==> config.mk <==
export PLATFORM = sky130hd
export DESIGN_NAME = sorted_term_list_core
export DESIGN_NICKNAME = d
export VERILOG_FILES = /design/src/rtl/core/stl_pkg.sv /design/src/rtl/core/stl_cell.sv /design/src/rtl/core/sorted_term_list_core.sv
export VERILOG_INCLUDE_DIRS = /design/src /design/src/rtl/core
export SDC_FILE = /design/constraint.sdc
export NUM_CORES = 2
export LEC_CHECK = 0
export BUFFER_PORTS_ARGS = -buffer_cell sky130_fd_sc_hd__buf_2
export CAP_MARGIN = 15
export CELL_PAD_IN_SITES_DETAIL_PLACEMENT = 1
export CELL_PAD_IN_SITES_GLOBAL_PLACEMENT = 1
export CORE_UTILIZATION = 40
export DETAILED_ROUTE_END_ITERATION = 12
export GPL_TIMING_DRIVEN = 1
export PLACE_DENSITY = 0.75
export SLEW_MARGIN = 15
export SYNTH_ARGS = -nofsm -noshare
export SYNTH_HDL_FRONTEND = slang
export SYNTH_HIERARCHICAL = 1
export SYNTH_SLANG_ARGS = --single-unit
==> constraint.sdc <==
create_clock -name clock -period 17.4 [get_ports clock]
set_input_delay 3.48 -clock clock [delete_from_list [all_inputs] [get_ports clock]]
set_output_delay 3.48 -clock clock [all_outputs]
set_load 0.02 [all_outputs]
==> src/rtl/core/sorted_term_list_core_assert.svh <==
// ----------------------------------------------------------------------------
// Sorted term list assertion macros
// Shared assertion forms for the sorted term list core.
// ----------------------------------------------------------------------------
`ifndef SORTED_TERM_LIST_CORE_ASSERT_SVH
`define SORTED_TERM_LIST_CORE_ASSERT_SVH

// Consequent must hold in the same cycle as the antecedent.
`define STL_ASSERT_NOW(label, clk, rst, ante, cons, msg) \
   label: assert property (@(posedge clk) disable iff (rst) (ante) |-> (cons)) \
      else $error(msg);

// Consequent must hold in the cycle after the antecedent.
`define STL_ASSERT_NEXT(label, clk, rst, ante, cons, msg) \
   label: assert property (@(posedge clk) disable iff (rst) (ante) |=> (cons)) \
      else $error(msg);

`endif

==> src/rtl/core/stl_pkg.sv <==
// ----------------------------------------------------------------------------
// Sorted term list package
// Request and response types, cell link types and operation codes.
// ----------------------------------------------------------------------------
`default_nettype none

package stl_pkg;

   // Request kinds.
   localparam logic [1:0] KIND_INSERT = 2'd0;
   localparam logic [1:0] KIND_DELETE = 2'd1;
   localparam logic [1:0] KIND_READ   = 2'd2;

   // Response status codes.
   localparam logic [2:0] ST_DONE      = 3'd0;
   localparam logic [2:0] ST_NOT_FOUND = 3'd1;
   localparam logic [2:0] ST_EMPTY     = 3'd2;
   localparam logic [2:0] ST_FULL      = 3'd3;
   localparam logic [2:0] ST_RANGE     = 3'd4;

   typedef struct packed {
      logic [1:0]          kind;
      logic signed [31:0]  coefficient;
      logic signed [15:0]  exponent;
      logic [3:0]          index;
   } req_type;

   typedef struct packed {
      logic [2:0]          status;
      logic signed [31:0]  read_coefficient;
      logic signed [15:0]  read_exponent;
      logic [4:0]          term_total;
   } rsp_type;

   // One stored term.
   typedef struct packed {
      logic signed [31:0]  coefficient;
      logic signed [15:0]  exponent;
   } entry_type;

   // Command broadcast to every cell.
   typedef struct packed {
      logic                insert_en;
      logic                delete_en;
      logic signed [31:0]  coefficient;
      logic signed [15:0]  exponent;
      logic [3:0]          index;
   } cell_cmd_type;

   // Carry chain passed from each cell to its right neighbor.
   typedef struct packed {
      logic                greater;
      logic                found;
      logic                tail_found;
      logic                rd_hit;
      entry_type           rd_entry;
   } link_type;

endpackage

`default_nettype wire

==> src/rtl/core/stl_cell.sv <==
// ----------------------------------------------------------------------------
// Sorted term list cell
// Holds one term and decides each cycle whether to keep it, load the new
// term, take the left neighbor (insert) or take the right neighbor (delete).
// ----------------------------------------------------------------------------
`default_nettype none

module stl_cell #(
   parameter int POS   = 0,
   parameter int CNT_W = 5
) (
   input  wire                        clock,
   input  wire stl_pkg::cell_cmd_type cmd,
   input  wire                        tail_sel,
   input  wire [CNT_W-1:0]            count,
   input  wire stl_pkg::entry_type    left_entry,
   input  wire stl_pkg::entry_type    right_entry,
   input  wire stl_pkg::link_type     link_in,
   output stl_pkg::link_type          link_out,
   output stl_pkg::entry_type         entry_out
);

   stl_pkg::entry_type entry_ff;
   stl_pkg::entry_type entry_in;
   logic               occupied;
   logic               is_tail;
   logic               greater;
   logic               match;
   logic               hit;

   // Position status relative to the current fill level.
   assign occupied = int'(count) > POS;
   assign is_tail  = int'(count) == POS + 1;
   assign greater  = occupied && ($signed(entry_ff.exponent) > $signed(cmd.exponent));
   assign match    = occupied && (entry_ff.exponent == cmd.exponent);
   assign hit      = occupied && (int'(cmd.index) == POS);

   // Carry chain toward the tail.
   always_comb begin
      link_out.greater    = link_in.greater && greater;
      link_out.found      = link_in.found || match;
      link_out.tail_found = link_in.tail_found || (match && is_tail);
      link_out.rd_hit     = link_in.rd_hit || hit;
      link_out.rd_entry   = hit ? entry_ff : link_in.rd_entry;
   end

   // Next content of this cell.
   always_comb begin
      entry_in = entry_ff;
      if (cmd.insert_en) begin
         if (link_in.greater && greater) begin
            entry_in = entry_ff;
         end else if (link_in.greater) begin
            entry_in.coefficient = cmd.coefficient;
            entry_in.exponent    = cmd.exponent;
         end else begin
            entry_in = left_entry;
         end
      end else if (cmd.delete_en && !tail_sel && (link_in.found || match)) begin
         entry_in = right_entry;
      end
   end

   // Term payload needs no reset: only positions below the count are read.
   always_ff @(posedge clock) begin
      entry_ff <= entry_in;
   end

   assign entry_out = entry_ff;

endmodule

`default_nettype wire

==> src/rtl/core/sorted_term_list_core.sv <==
// A response strobes on rsp_valid in the cycle after its request is taken.
// Throughput: one request per cycle; busy stays low, as each request settles in
// a single pass through the row of cells and the count register.
// Reset clears the term count and the response strobe; stored terms are not
// cleared and are only read below the count.
// ----------------------------------------------------------------------------
// Sorted term list core
// Keeps polynomial terms in descending exponent order in a row of cells and
// serves insert, delete and read requests.
// ----------------------------------------------------------------------------
`default_nettype none
`include "sorted_term_list_core_assert.svh"

module sorted_term_list_core #(
   parameter int MAX_TERMS = 16
) (
   input  wire                  clock,
   input  wire                  reset,
   input  wire                  start,
   output logic                 busy,
   input  wire stl_pkg::req_type req_item,
   output logic                 rsp_valid,
   output stl_pkg::rsp_type     rsp_item
);

   localparam int CNT_W = $clog2(MAX_TERMS + 1);

   logic                    accept;
   logic [CNT_W-1:0]        count_ff;
   logic [CNT_W-1:0]        count_in;
   logic                    rsp_valid_ff;
   stl_pkg::rsp_type        rsp_item_ff;
   stl_pkg::rsp_type        rsp_item_in;
   logic                    full;
   logic                    empty;
   logic                    tail_any;
   logic                    tail_sel;
   stl_pkg::cell_cmd_type   cmd;
   stl_pkg::entry_type      new_entry;
   stl_pkg::link_type       links [0:MAX_TERMS];
   stl_pkg::entry_type      entries [0:MAX_TERMS-1];

   assign busy   = 1'b0;
   assign accept = start && !busy;
   assign full   = count_ff == CNT_W'(MAX_TERMS);
   assign empty  = count_ff == '0;

   assign new_entry.coefficient = req_item.coefficient;
   assign new_entry.exponent    = req_item.exponent;

   // Chain head: the new term goes first unless a larger exponent is ahead.
   always_comb begin
      links[0].greater    = 1'b1;
      links[0].found      = 1'b0;
      links[0].tail_found = 1'b0;
      links[0].rd_hit     = 1'b0;
      links[0].rd_entry   = '0;
   end

   // A tail match wins over an inner match only when the head does not match.
   assign tail_any = links[MAX_TERMS].tail_found;
   assign tail_sel = tail_any && !links[1].found;

   // Command broadcast to all cells.
   always_comb begin
      cmd.insert_en   = accept && (req_item.kind == stl_pkg::KIND_INSERT) && !full;
      cmd.delete_en   = accept && (req_item.kind == stl_pkg::KIND_DELETE);
      cmd.coefficient = req_item.coefficient;
      cmd.exponent    = req_item.exponent;
      cmd.index       = req_item.index;
   end

   // Row of cells.
   for (genvar i = 0; i < MAX_TERMS; i++) begin : g_cell
      stl_pkg::entry_type left_w;
      stl_pkg::entry_type right_w;

      if (i == 0) begin : g_first
         assign left_w = new_entry;
      end else begin : g_inner_l
         assign left_w = entries[i-1];
      end

      if (i == MAX_TERMS - 1) begin : g_last
         assign right_w = entries[i];
      end else begin : g_inner_r
         assign right_w = entries[i+1];
      end

      stl_cell #(
         .POS   (i),
         .CNT_W (CNT_W)
      ) u_cell (
         .clock       (clock),
         .cmd         (cmd),
         .tail_sel    (tail_sel),
         .count       (count_ff),
         .left_entry  (left_w),
         .right_entry (right_w),
         .link_in     (links[i]),
         .link_out    (links[i+1]),
         .entry_out   (entries[i])
      );
   end

   // Count update and response formation.
   always_comb begin
      count_in    = count_ff;
      rsp_item_in = '0;
      case (req_item.kind)
         stl_pkg::KIND_INSERT: begin
            if (full) begin
               rsp_item_in.status = stl_pkg::ST_FULL;
            end else begin
               rsp_item_in.status = stl_pkg::ST_DONE;
               count_in           = count_ff + 1'b1;
            end
         end
         stl_pkg::KIND_DELETE: begin
            if (empty) begin
               rsp_item_in.status = stl_pkg::ST_EMPTY;
            end else if (links[MAX_TERMS].found) begin
               rsp_item_in.status = stl_pkg::ST_DONE;
               count_in           = count_ff - 1'b1;
            end else begin
               rsp_item_in.status = stl_pkg::ST_NOT_FOUND;
            end
         end
         stl_pkg::KIND_READ: begin
            if (links[MAX_TERMS].rd_hit) begin
               rsp_item_in.status           = stl_pkg::ST_DONE;
               rsp_item_in.read_coefficient = links[MAX_TERMS].rd_entry.coefficient;
               rsp_item_in.read_exponent    = links[MAX_TERMS].rd_entry.exponent;
            end else begin
               rsp_item_in.status = stl_pkg::ST_RANGE;
            end
         end
         default: begin
            rsp_item_in.status = stl_pkg::ST_DONE;
         end
      endcase
      rsp_item_in.term_total = 5'(count_in);
   end

   // Control registers.
   always_ff @(posedge clock) begin
      if (reset) begin
         count_ff     <= '0;
         rsp_valid_ff <= 1'b0;
      end else begin
         rsp_valid_ff <= accept;
         if (accept) begin
            count_ff <= count_in;
         end
      end
   end

   // Response payload register.
   always_ff @(posedge clock) begin
      if (accept) begin
         rsp_item_ff <= rsp_item_in;
      end
   end

   assign rsp_valid = rsp_valid_ff;
   assign rsp_item  = rsp_item_ff;

   // Checks on the response strobe and the fill count.
   `STL_ASSERT_NEXT(a_rsp_follows_req, clock, reset, accept, rsp_valid, "response missing after request")
   `STL_ASSERT_NEXT(a_no_spurious_rsp, clock, reset, !accept, !rsp_valid, "response without request")
   `STL_ASSERT_NOW(a_count_bound, clock, reset, 1'b1, count_ff <= CNT_W'(MAX_TERMS), "count overflow")
   `STL_ASSERT_NEXT(a_insert_grows, clock, reset, cmd.insert_en, count_ff == $past(count_ff) + 1'b1, "insert did not grow count")
   `STL_ASSERT_NOW(a_full_status, clock, reset, rsp_valid && (rsp_item.status == stl_pkg::ST_FULL), count_ff == CNT_W'(MAX_TERMS), "full status with free room")

endmodule

`default_nettype wire

==> flow_summary.ini <==
[die]
die_x_um = 388
rows = 141
core-area_sq_mm = 0.148
die_h_um = 388
initial_core_util_pct = 40.4
io_pins = 115
die_area_sq_mm = 0.151

[power_and_ir_drop]
p_leak_nw = 23.3
vdd_drop_max_v = 0.0000754
finalPower_w = 0.00507
power.density_mw_per_mm2 = 78.2

[clocking]
cts_made_buffers = 95
clk_pin_slew_ns = 0.06
cts.htree.levels = 3
clk_path_buf_depth = 3
cts_setup_buffers = 0
clk_latency_ns = 0.72
hold_buffers = 0
clockRootBuffer = clkbuf_16
ctsResizeCount = 0
clock_sinks = 830
cts_tree = built

[route]
drc_errors = 0
post_drt_wl_per_cell_um = 23.9
first_pass_iters = 5
routed-via-count = 43800
antenna_left = 0
viasPerCell = 5.80
drt_iter0_drc = 3737
drt-total-wl_um = 181000

[cells_and_area]
layout.cells.non_filler = 7563
syn2layout_area_growth_pct = 8.75
layout-drive-gt1-share_pct = 19.4
nets = 5866
utilization_pct = 43.9
layout.cells.most_common = a21oi_1
final_cell_mix = 849 x a21oi_1, 824 x edfxtp_1, 816 x nor2_1

[sta]
fin_crit_ns = 14.74
fin_setup_tns_ns = 0
skew_ns = 0.0342
finalSetupViolations = 0
hold_viol = 0
timing.fmax_mhz = 67.8
slew-limit-headroom_pct = 19.7
tightest_slew_ns = 1.20
finalWorstSetupSlack_ns = 2.66
final_max_slew_viol_count = 0
grt_setup_unrepaired = no
final.period_utilization_pct = 84.7

[logic_synthesis]
yosys_warnings = 6
avgSynthCellArea_sq_um = 10.7
syn_area_sq_mm = 0.0597
syn_inst = 5574

[placed_design]
portBuffers = 113
pre_cts_ws_ns = 2.08
dp_hpwl_um = 123000
gp_congestion = 0.849
placed_cells = 7384

[critical_path]
end_kind = flip-flop
crit_arrival_ns = 15.13
cpMaxStageDelayCell = a21oi_4
critPathKind = in -> reg
path_common_cell = a21oi_4
cp_data_required_time_ns = 17.79
worstPathMaxFanout = 41
worstSetupStartpointType = primary input
max_stage_delay_ns = 0.61

[job]
max-cap-violations = 0

[grt]
antenna_found_initial = 9
grt_pass1_vias = 45000
grt_max_degree = 260
grt_use_total_pct = 23.5
grt_pass1_wl_um = 281000
overflow = 0

[hold_path]
hp-class = reg -> reg

[status]
run_status = finished, final reports clean
[sequential cells by signal (all words and copies together), names as in the netlist]
register,count
rsp_item,56
g_cell.u_cell/entry_out,768
rsp_valid,1
count_ff,5
[power by group]
part	leakage, nW	switching, W	internal, W	total [W]
registers	7.72	0.0000815	0.00232	0.00240
clock network	1.46	0.000892	0.00111	0.00200
logic	14.1	0.000420	0.000250	0.000670
[per-layer routing]
metal,vias to the layer above,global-route usage (%),wire length [um]
met5,-,0,28
met4,4,6.13,3810
met3,240,2.78,10000
met2,1160,35.7,78800
met1,21900,35.1,88100
li1,20600,-,-
[final cells by class]
| cell class | count | area, sq um |
|---|---|---|
| antenna | 3 | 7.51 |
| timing repair buffer | 194 | 1220 |
| tap | 1930 | 2410 |
| sequential | 830 | 24900 |
| multi-input combinational | 4139 | 32300 |
| clock inverter | 51 | 450 |
| clock buffer | 125 | 2540 |
| fill | 16200 | 83000 |
| inverter | 291 | 1090 |
[worst paths after layout]
| path | end | cells after the start | start | slack, ns |
|---|---|---|---|---|
| min reg2reg | g_cell[6].u_cell/entry_out[20] | 2 | g_cell[7].u_cell/entry_out[20] | 0.62 |
| min | g_cell[6].u_cell/entry_out[20] | 2 | g_cell[7].u_cell/entry_out[20] | 0.62 |
| max | g_cell[15].u_cell/entry_out[36] | 52 | req_item[19] | 2.66 |
| max reg2reg | g_cell[15].u_cell/entry_out[36] | 50 | g_cell[0].u_cell/entry_out[15] | 5.32 |
[per-stage QoR]
step           instance area, sq um  hold WS, ns
2_1_floorplan                 59900        0.577
5_1_grt                       64900        0.651
3_3_place_gp                  61900        0.589
4_1_cts                       64900        0.622
3_5_place_dp                  61900        0.610
6_report                      64900        0.624
[critical path, delay by kind of cell]
family / cells / cell delay [ns]
buffers and inverters: 3 / 0.74
adders and majority gates: 1 / 0.38
and+or+nand+nor: 29 / 6.00
AOI/OAI and AO/OA: 19 / 4.41
No activity file was read; power rests on OpenSTA's default activity.
